File: config.mk
export PLATFORM = sky130hd
export DESIGN_NAME = in_order_completion_ring
export DESIGN_NICKNAME = d
export VERILOG_FILES = /design/src/hw/rtl/iocr_pkg.sv /design/src/hw/rtl/in_order_completion_ring.sv /design/src/hw/rtl/iocr_store.sv
export SDC_FILE = /design/constraint.sdc
export NUM_CORES = 2
export LEC_CHECK = 0
export BUFFER_PORTS_ARGS = -buffer_cell sky130_fd_sc_hd__buf_2
export CAP_MARGIN = 20
export CORE_MARGIN = 2
export CORE_UTILIZATION = 60
export DETAILED_ROUTE_END_ITERATION = 10
export GPL_TIMING_DRIVEN = 0
export HOLD_SLACK_MARGIN = 0.06
export PLACE_DENSITY_LB_ADDON = 0.2
export SLEW_MARGIN = 15
export SYNTH_ARGS = -nofsm -noshare
export SYNTH_HDL_FRONTEND = slang
export SYNTH_SLANG_ARGS = --single-unit
export TNS_END_PERCENT = 50
File: constraint.sdc
create_clock -name aclk -period 12.9 [get_ports aclk]
set_input_delay 1.29 -clock aclk [delete_from_list [all_inputs] [get_ports aclk]]
set_output_delay 1.29 -clock aclk [all_outputs]
set_load 0.01 [all_outputs]
File: src/hw/rtl/iocr_pkg.sv
// Shared types and constants for the in-order completion ring.
// Used by iocr_store and in_order_completion_ring; depends on nothing.
`timescale 1ns / 1ps

package iocr_pkg;

    localparam int SLOT_W     = 6;
    localparam int STATUS_W   = 4;
    localparam int ITEM_OUT_W = 32;

    typedef enum logic [1:0] {
        MODE_ADD      = 2'd0,
        MODE_DISPATCH = 2'd1,
        MODE_COMPLETE = 2'd2,
        MODE_CLOSE    = 2'd3
    } mode_t;

    localparam logic [STATUS_W-1:0] ST_ACCEPTED   = 4'd0;
    localparam logic [STATUS_W-1:0] ST_FULL       = 4'd1;
    localparam logic [STATUS_W-1:0] ST_DISPATCHED = 4'd2;
    localparam logic [STATUS_W-1:0] ST_EMPTY      = 4'd3;
    localparam logic [STATUS_W-1:0] ST_FINISHED   = 4'd4;
    localparam logic [STATUS_W-1:0] ST_RETIRED    = 4'd5;
    localparam logic [STATUS_W-1:0] ST_HELD       = 4'd6;
    localparam logic [STATUS_W-1:0] ST_BADSLOT    = 4'd7;
    localparam logic [STATUS_W-1:0] ST_CLOSED     = 4'd8;

    // Write and read strobes, and the done-mark write data, for the slot storage.
    typedef struct packed {
        logic pay_we;
        logic done_we;
        logic done_wdata;
        logic rd_en;
    } store_ctl_t;

endpackage

File: src/hw/rtl/in_order_completion_ring.sv
// In-order completion ring: add, dispatch, complete and close on a ring of slots.
// Add, close and a rejected complete load their result from the send state; a dispatch
// first reads the payload, and a complete reads and checks each retired slot in turn. A
// stalled result waits until m_ready. The next transfer is taken once the final result
// is loaded. Reset (aresetn low, synchronous) clears state, pointers, closed flag and
// output valid; slot memories and result registers are not cleared.
`timescale 1ns / 1ps

module in_order_completion_ring
    import iocr_pkg::*;
#(
    parameter int DEPTH      = 64,
    parameter int ITEM_WIDTH = 32
) (
    input  logic                  aclk,
    input  logic                  aresetn,
    input  logic                  s_valid,
    output logic                  s_ready,
    input  logic [1:0]            s_mode,
    input  logic [ITEM_OUT_W-1:0] s_payload,
    input  logic [SLOT_W-1:0]     s_slot,
    output logic                  m_valid,
    input  logic                  m_ready,
    output logic [STATUS_W-1:0]   m_status,
    output logic [SLOT_W-1:0]     m_slot_index,
    output logic [ITEM_OUT_W-1:0] m_item,
    output logic                  m_last,
    output logic                  m_drained
);

    localparam int PTR_W = $clog2(DEPTH);
    localparam logic [PTR_W-1:0] PTR_LAST = PTR_W'(DEPTH - 1);

    typedef enum logic [2:0] {
        S_IDLE,
        S_DISP,
        S_RET_RD,
        S_RET_CHK,
        S_SEND
    } state_t;

    function automatic logic [PTR_W-1:0] ring_next(input logic [PTR_W-1:0] p);
        return (p == PTR_LAST) ? '0 : p + 1'b1;
    endfunction

    function automatic logic [PTR_W:0] ring_dist(input logic [PTR_W-1:0] from,
                                                 input logic [PTR_W-1:0] to);
        logic [PTR_W:0] d;
        if (to >= from) begin
            d = {1'b0, to} - {1'b0, from};
        end else begin
            d = {1'b0, to} + (PTR_W+1)'(DEPTH) - {1'b0, from};
        end
        return d;
    endfunction

    state_t                 state_reg;
    logic [PTR_W-1:0]       aptr_reg;
    logic [PTR_W-1:0]       dptr_reg;
    logic [PTR_W-1:0]       rptr_reg;
    logic                   closed_reg;
    logic [PTR_W-1:0]       cnt_reg;
    logic                   pend_reg;

    logic [STATUS_W-1:0]    res_status_reg;
    logic [SLOT_W-1:0]      res_index_reg;
    logic [ITEM_OUT_W-1:0]  res_item_reg;
    logic                   res_drained_reg;

    logic                   m_valid_reg;
    logic [STATUS_W-1:0]    m_status_reg;
    logic [SLOT_W-1:0]      m_slot_index_reg;
    logic [ITEM_OUT_W-1:0]  m_item_reg;
    logic                   m_last_reg;
    logic                   m_drained_reg;

    store_ctl_t             ctl;
    logic [PTR_W-1:0]       done_waddr;
    logic [PTR_W-1:0]       rd_addr;
    logic [ITEM_WIDTH-1:0]  rd_payload;
    logic                   rd_done;

    mode_t                  mode;
    logic                   accept;
    logic                   out_free;
    logic                   full;
    logic                   cpl_ok;
    logic [PTR_W-1:0]       slot_p;
    logic                   drained_now;
    logic                   ret_more;
    logic                   ret_adv;
    logic                   m_load;

    assign mode     = mode_t'(s_mode);
    assign s_ready  = (state_reg == S_IDLE);
    assign accept   = s_valid && s_ready;
    assign out_free = !m_valid_reg || m_ready;

    assign full        = (ring_next(aptr_reg) == rptr_reg);
    assign slot_p      = s_slot[PTR_W-1:0];
    assign cpl_ok      = ({1'b0, s_slot} < (SLOT_W+1)'(DEPTH))
                         && (ring_dist(rptr_reg, slot_p) < ring_dist(rptr_reg, dptr_reg));
    assign drained_now = closed_reg && (rptr_reg == aptr_reg);

    // Read data in the retire state always belongs to the slot at the retire pointer.
    assign ret_more = (rptr_reg != dptr_reg) && rd_done && (cnt_reg != PTR_LAST);
    assign ret_adv  = (state_reg == S_RET_CHK) && ret_more && (!pend_reg || out_free);

    // The output register takes a new result in this cycle.
    assign m_load   = ((state_reg == S_SEND) && out_free) || (ret_adv && pend_reg);

    always_comb begin
        ctl        = '0;
        done_waddr = aptr_reg;
        rd_addr    = rptr_reg;
        if (accept) begin
            unique case (mode)
                MODE_ADD: begin
                    ctl.pay_we  = !closed_reg && !full;
                    ctl.done_we = !closed_reg && !full;
                end
                MODE_DISPATCH: begin
                    ctl.rd_en = 1'b1;
                    rd_addr   = dptr_reg;
                end
                MODE_COMPLETE: begin
                    ctl.done_we    = cpl_ok;
                    ctl.done_wdata = 1'b1;
                    done_waddr     = slot_p;
                end
                MODE_CLOSE: begin
                    ctl = '0;
                end
                default: begin
                    ctl = '0;
                end
            endcase
        end else if (state_reg == S_RET_RD) begin
            ctl.rd_en = 1'b1;
        end else if (ret_adv) begin
            // Clear the mark of the slot leaving and fetch the one after it.
            ctl.done_we = 1'b1;
            done_waddr  = rptr_reg;
            ctl.rd_en   = 1'b1;
            rd_addr     = ring_next(rptr_reg);
        end
    end

    iocr_store #(
        .DEPTH      (DEPTH),
        .ITEM_WIDTH (ITEM_WIDTH)
    ) u_store (
        .aclk       (aclk),
        .ctl        (ctl),
        .pay_waddr  (aptr_reg),
        .pay_wdata  (ITEM_WIDTH'(s_payload)),
        .done_waddr (done_waddr),
        .rd_addr    (rd_addr),
        .rd_payload (rd_payload),
        .rd_done    (rd_done)
    );

    always_ff @(posedge aclk) begin
        if (!aresetn) begin
            state_reg   <= S_IDLE;
            aptr_reg    <= '0;
            dptr_reg    <= '0;
            rptr_reg    <= '0;
            closed_reg  <= 1'b0;
            cnt_reg     <= '0;
            pend_reg    <= 1'b0;
            m_valid_reg <= 1'b0;
        end else begin
            if (m_valid_reg && m_ready && !m_load) begin
                m_valid_reg <= 1'b0;
            end
            unique case (state_reg)
                S_IDLE: begin
                    if (accept) begin
                        res_item_reg    <= '0;
                        // A close reports drained against the flag it sets.
                        res_drained_reg <= (mode == MODE_CLOSE) ? (rptr_reg == aptr_reg)
                                                                : drained_now;
                        unique case (mode)
                            MODE_ADD: begin
                                res_index_reg <= SLOT_W'(aptr_reg);
                                state_reg     <= S_SEND;
                                if (closed_reg) begin
                                    res_status_reg <= ST_CLOSED;
                                end else if (full) begin
                                    res_status_reg <= ST_FULL;
                                end else begin
                                    res_status_reg <= ST_ACCEPTED;
                                    aptr_reg       <= ring_next(aptr_reg);
                                end
                            end
                            MODE_DISPATCH: begin
                                res_index_reg <= SLOT_W'(dptr_reg);
                                if (dptr_reg == aptr_reg) begin
                                    res_status_reg <= closed_reg ? ST_FINISHED : ST_EMPTY;
                                    state_reg      <= S_SEND;
                                end else begin
                                    res_status_reg <= ST_DISPATCHED;
                                    dptr_reg       <= ring_next(dptr_reg);
                                    state_reg      <= S_DISP;
                                end
                            end
                            MODE_COMPLETE: begin
                                res_index_reg <= s_slot;
                                if (cpl_ok) begin
                                    cnt_reg   <= '0;
                                    pend_reg  <= 1'b0;
                                    state_reg <= S_RET_RD;
                                end else begin
                                    res_status_reg <= ST_BADSLOT;
                                    state_reg      <= S_SEND;
                                end
                            end
                            MODE_CLOSE: begin
                                closed_reg     <= 1'b1;
                                res_status_reg <= ST_CLOSED;
                                res_index_reg  <= '0;
                                state_reg      <= S_SEND;
                            end
                            default: begin
                                state_reg <= S_SEND;
                            end
                        endcase
                    end
                end
                S_DISP: begin
                    res_item_reg <= ITEM_OUT_W'(rd_payload);
                    state_reg    <= S_SEND;
                end
                S_RET_RD: begin
                    state_reg <= S_RET_CHK;
                end
                S_RET_CHK: begin
                    if (ret_more) begin
                        // Each retired result is held back until the next is known, so that the final one can
                        // carry the last and drained marks.
                        if (ret_adv) begin
                            if (pend_reg) begin
                                m_valid_reg      <= 1'b1;
                                m_status_reg     <= res_status_reg;
                                m_slot_index_reg <= res_index_reg;
                                m_item_reg       <= res_item_reg;
                                m_last_reg       <= 1'b0;
                                m_drained_reg    <= 1'b0;
                            end
                            res_status_reg <= ST_RETIRED;
                            res_index_reg  <= SLOT_W'(rptr_reg);
                            res_item_reg   <= ITEM_OUT_W'(rd_payload);
                            pend_reg       <= 1'b1;
                            rptr_reg       <= ring_next(rptr_reg);
                            cnt_reg        <= cnt_reg + 1'b1;
                        end
                    end else begin
                        res_drained_reg <= drained_now;
                        if (!pend_reg) begin
                            res_status_reg <= ST_HELD;
                            res_item_reg   <= '0;
                        end
                        state_reg <= S_SEND;
                    end
                end
                S_SEND: begin
                    if (out_free) begin
                        m_valid_reg      <= 1'b1;
                        m_status_reg     <= res_status_reg;
                        m_slot_index_reg <= res_index_reg;
                        m_item_reg       <= res_item_reg;
                        m_last_reg       <= 1'b1;
                        m_drained_reg    <= res_drained_reg;
                        state_reg        <= S_IDLE;
                    end
                end
                default: begin
                    state_reg <= S_IDLE;
                end
            endcase
        end
    end

    assign m_valid      = m_valid_reg;
    assign m_status     = m_status_reg;
    assign m_slot_index = m_slot_index_reg;
    assign m_item       = m_item_reg;
    assign m_last       = m_last_reg;
    assign m_drained    = m_drained_reg;

endmodule

File: src/hw/rtl/iocr_store.sv
// Slot storage of the completion ring: payload memory and done-mark memory.
// One write port each, one shared read address with registered read data. Uses iocr_pkg.
`timescale 1ns / 1ps

module iocr_store
    import iocr_pkg::*;
#(
    parameter int DEPTH      = 64,
    parameter int ITEM_WIDTH = 32
) (
    input  logic                     aclk,
    input  store_ctl_t               ctl,
    input  logic [$clog2(DEPTH)-1:0] pay_waddr,
    input  logic [ITEM_WIDTH-1:0]    pay_wdata,
    input  logic [$clog2(DEPTH)-1:0] done_waddr,
    input  logic [$clog2(DEPTH)-1:0] rd_addr,
    output logic [ITEM_WIDTH-1:0]    rd_payload,
    output logic                     rd_done
);

    logic [ITEM_WIDTH-1:0] pay_mem [DEPTH];
    logic                  done_mem [DEPTH];
    logic [ITEM_WIDTH-1:0] rd_payload_reg;
    logic                  rd_done_reg;

    always_ff @(posedge aclk) begin
        if (ctl.pay_we) begin
            pay_mem[pay_waddr] <= pay_wdata;
        end
        if (ctl.done_we) begin
            done_mem[done_waddr] <= ctl.done_wdata;
        end
    end

    always_ff @(posedge aclk) begin
        if (ctl.rd_en) begin
            rd_payload_reg <= pay_mem[rd_addr];
            rd_done_reg    <= done_mem[rd_addr];
        end
    end

    assign rd_payload = rd_payload_reg;
    assign rd_done    = rd_done_reg;

endmodule
==> impl_metrics.env <==
export IMPL_status="complete, no violations"
export IMPL_r2r_worst_path_cells=14
export IMPL_antenna_found_initial=21
export IMPL_seq_power_share_pct=54.2
export IMPL_cts_buffers=216
export IMPL_insertion_delay_ns=0.88
export IMPL_async_reset_ff_share_pct=0
export IMPL_path_max_fanout=10
export IMPL_routed_wl_um=283200
export IMPL_dpl_cell_area_um2=97550
export IMPL_hold_path_end="m_item[15]"
export IMPL_top_regs="u_store.pay_mem x2048, u_store.done_mem x64"
export IMPL_arrival_ns=7.35
export IMPL_switchingPower_w=0.003255
export IMPL_period_share_pct=51.51
export IMPL_holdPathStages=0
export IMPL_min_path_type="reg2reg"
export IMPL_drc=0
export IMPL_ys_top_cells_by_area="edfxtp_1 (73%), mux2i_1 (6.5%), nand2_1 (5.4%), nand3_1 (3.5%), a21boi_0 (1.3%)"
export IMPL_core_area_um2=151700
export IMPL_synth_edf_count=2232
export IMPL_startpoint_type="flip-flop"
export IMPL_crit_slowest_cell="nor4_1"
export IMPL_power_frac_comb_pct=4.6
export IMPL_p_clk_share_pct=41.2
export IMPL_leakage_nw=35.23
export IMPL_h_tree_depth=4
export IMPL_clk_path_buf_depth=3
export IMPL_worst_pin_slew_ns=1.279
export IMPL_syn_inst=6427
export IMPL_ant_nets=0
export IMPL_synth_xor_area_share_pct=0.3254
export IMPL_wl_per_cell_um=31.27
export IMPL_num_vias=58660
export IMPL_reg2reg_slack_ns=6.26
export IMPL_synth_top_family_by_area="simple AND/OR/NAND/NOR gates"
export IMPL_synthFlopType="edfxtp_1"
export IMPL_layout_drive_gt1_share_pct=11.33
export IMPL_ys_types=80
export IMPL_cts_sinks=2262
export IMPL_io_buffers=88
export IMPL_power_internal_w=0.01173
export IMPL_crit_start="rptr_reg[1]"
export IMPL_r2r_start="rptr_reg[1]"
export IMPL_ys_ff_latch=2262
export IMPL_skew_ns=0.04292
export IMPL_synth_top_area_share_pct=73.23
export IMPL_report_final_setup_viol=0
export IMPL_hold_path_startpoint="res_item_reg[15]"
export IMPL_clock_fmax_mhz=150.5
export IMPL_crit_buf_inv=5
export IMPL_grt_max_degree=65
export IMPL_critical_path_max_stage_delay_ns=1.04
export IMPL_synth_seq_area_share_pct=73.89
export IMPL_regMostFlops="u_store.pay_mem"
export IMPL_cts_root_buf="clkbuf_16"
export IMPL_critical_path_top_delay_family="simple AND/OR/NAND/NOR gates"
export IMPL_largest_reg_flops=2048
export IMPL_die_height_um=394.6
export IMPL_worst_setup_path_type="reg2reg"
export IMPL_grt_pass1_wl_um=395600
export IMPL_period_needed_ns=6.644
export IMPL_post_cts_setup_buffers=0
export IMPL_layoutNonFillerInstCount=9057
export IMPL_fin_area_um2=104400
export IMPL_syn_cell_area_um2=91520
export IMPL_synth_adder_area_share_pct=0.4265
export IMPL_layout_nets=6930
export IMPL_synth_top_area_cell="edfxtp_1"
export IMPL_drv_cap=0
export IMPL_cp_required_ns=13.60
export IMPL_avgSynthCellArea_um2=14.24
export IMPL_powerDensity_nw_per_um2=143.5
export IMPL_io_pins=90
export IMPL_first_pass_iters=6
export IMPL_grt_overflow=0
export IMPL_cts_resized=0
export IMPL_cts_tree="yes"
export IMPL_hold_viol=0
export IMPL_routabilityCongestion=0.9712
export IMPL_yosys_area_share_simple_pct=11.03
export IMPL_synthToLayoutAreaGrowth_pct=14.10
export IMPL_slew_violations=0
export IMPL_drt_iter0_markers=8972
export IMPL_slew_headroom_pct=13.96
export IMPL_r2r_end="u_store.rd_payload[27]"
export IMPL_die_x_um=394.6
export IMPL_syn_nets=6501
export IMPL_clkTransAtPathRegs_ns=0.07
export IMPL_core_rowCount=143
export IMPL_die_area_um2=155700
export IMPL_grtUsageTotal_pct=36.00
export IMPL_start_util_pct=60.32
export IMPL_rsz0062_at_grt="false"
export IMPL_synth_mux_area_share_pct=6.596
export IMPL_yosys_warnings=0
export IMPL_endpoint_kind="flip-flop"
export IMPL_synth_compound_area_share_pct=5.705
export IMPL_place_hpwl_um=194700
export IMPL_ir_drop_mv=0.1333
export IMPL_num_fill_cells=10210
export IMPL_crit_chain="clkbuf_1 -> inv_1 -> ha_1 -> nand2_1 -> nor3_2 -> nor3_1 -> buf_2 -> o221ai_1 -> buf_2 -> nand2_1 -> clkbuf_1 -> o221a_2 -> nor4_1 -> o2bb2ai_1"
export IMPL_grt_pass1_vias=56100
export IMPL_setup_tns_ns=0
export IMPL_avgViaCountPerCell=6.477
export IMPL_postCtsHoldBufs=0
export IMPL_netSwitchingFraction_pct=21.72
export IMPL_placedCellCount=8663
[logic make-up after synthesis]
logic type,count (synthesis)
simple gates,2337
flops,2262
compound gates,736
mux,602
buf+inv,426
xor+xnor,34
fa+ha+maj,30
[worst max-delay path by stage]
stage | end | slack (ns) | cells past startpoint
floorplan | u_store.pay_mem[25][0] | 7.45 | 7
global placement | u_store.pay_mem[31][12] | 4.73 | 9
detailed placement | u_store.rd_payload[2] | 6.42 | 16
CTS | u_store.rd_payload[28] | 6.48 | 15
global route | u_store.rd_payload[23] | 6.23 | 15
finish | u_store.rd_payload[27] | 6.26 | 14
[metal layers]
metal | part of all wire (%) | vias to the layer above | global-route usage, % | wire [µm]
met5 | 0.038 | - | 0 | 107
met4 | 6.8 | 10 | 21.26 | 19340
met3 | 12 | 684 | 9.414 | 35100
met2 | 45 | 3969 | 54.37 | 126800
met1 | 36 | 29080 | 47.44 | 101900
li1 | - | 24920 | - | -
[synthesized netlist by cell type, drive strengths merged, types with 20 or more instances]
cell     instances
nand2         1327
a21boi         161
o221a           31
edfxtp        2232
inv             32
clkbuf         196
o22ai           66
buf            198
a2111o          30
o21ai           75
xnor2           24
nand3          647
and2            39
o211ai          23
nor3            20
dfxtp           30
a21oi          195
nor4            63
nor2           174
o31a            32
mux2i          593
o2bb2ai         32
ha              28
[power groups by stage]
| stage | Clock [W] | Combinational (W) | Sequential [W] |
|---|---|---|---|
| 2_1_floorplan | 0 | 0.000277 | 0.00828 |
| 3_3_place_gp | 0 | 0.000609 | 0.00829 |
| 3_5_place_dp | 0 | 0.000657 | 0.00828 |
| 4_1_cts | 0.00617 | 0.000661 | 0.00813 |
| 5_1_grt | 0.00646 | 0.000707 | 0.00813 |
| 6_report | 0.00617 | 0.000687 | 0.00813 |
[placed cells by master, fill, tap and decap left out, drive strengths merged, types with 8 or more instances in the layout]
| cell | n |
|---|---|
| nand2b | 8 |
| a21oi | 195 |
| a31oi | 9 |
| clkbuf | 471 |
| o2111ai | 8 |
| o21ai | 75 |
| nor2 | 174 |
| nor2b | 11 |
| o221a | 31 |
| bufinv | 17 |
| nand3 | 647 |
| and3 | 17 |
| edfxtp | 2232 |
| xnor2 | 24 |
| dfxtp | 30 |
| nand2 | 1327 |
| o211ai | 23 |
| o2bb2ai | 32 |
| mux2 | 9 |
| and2 | 39 |
| a21o | 11 |
| o31a | 32 |
| inv | 37 |
| buf | 409 |
| o22ai | 66 |
| clkinv | 86 |
| mux2i | 593 |
| nor4 | 63 |
| nand4 | 8 |
| a2111o | 30 |
| nor3 | 20 |
| xor2 | 10 |
| a211oi | 10 |
| ha | 28 |
| a21boi | 161 |
| o21a | 8 |
[layout make-up]
type | instances | area [µm²] | share of cell area, %
Multi-Input combinational cell | 3739 | 22670 | 21.71
Buffer | 394 | 1735 | 1.662
Clock buffer | 275 | 5712 | 5.470
Sequential cell | 2262 | 67620 | 64.76
Inverter | 32 | 120.1 | 0.1150
Timing Repair Buffer | 211 | 2943 | 2.818
Clock inverter | 110 | 1069 | 1.023
Antenna cell | 4 | 10.01 | 0.009586
Tap cell | 2030 | 2540 | 2.432
[metrics by stage]
step	utilization [%]	total power (W)	hold slack (ns)	worst slack, ns
after floorplan	-	0.008560	0.4003	7.446
after global placement	62.29	0.008901	0.4051	4.725
final	68.82	0.01499	0.4135	6.256
after global routing	68.82	0.01529	0.4214	6.227
after detailed placement	64.29	0.008939	0.4045	6.425
after CTS	68.76	0.01496	0.4160	6.484
(Power assumes the default switching activity.)
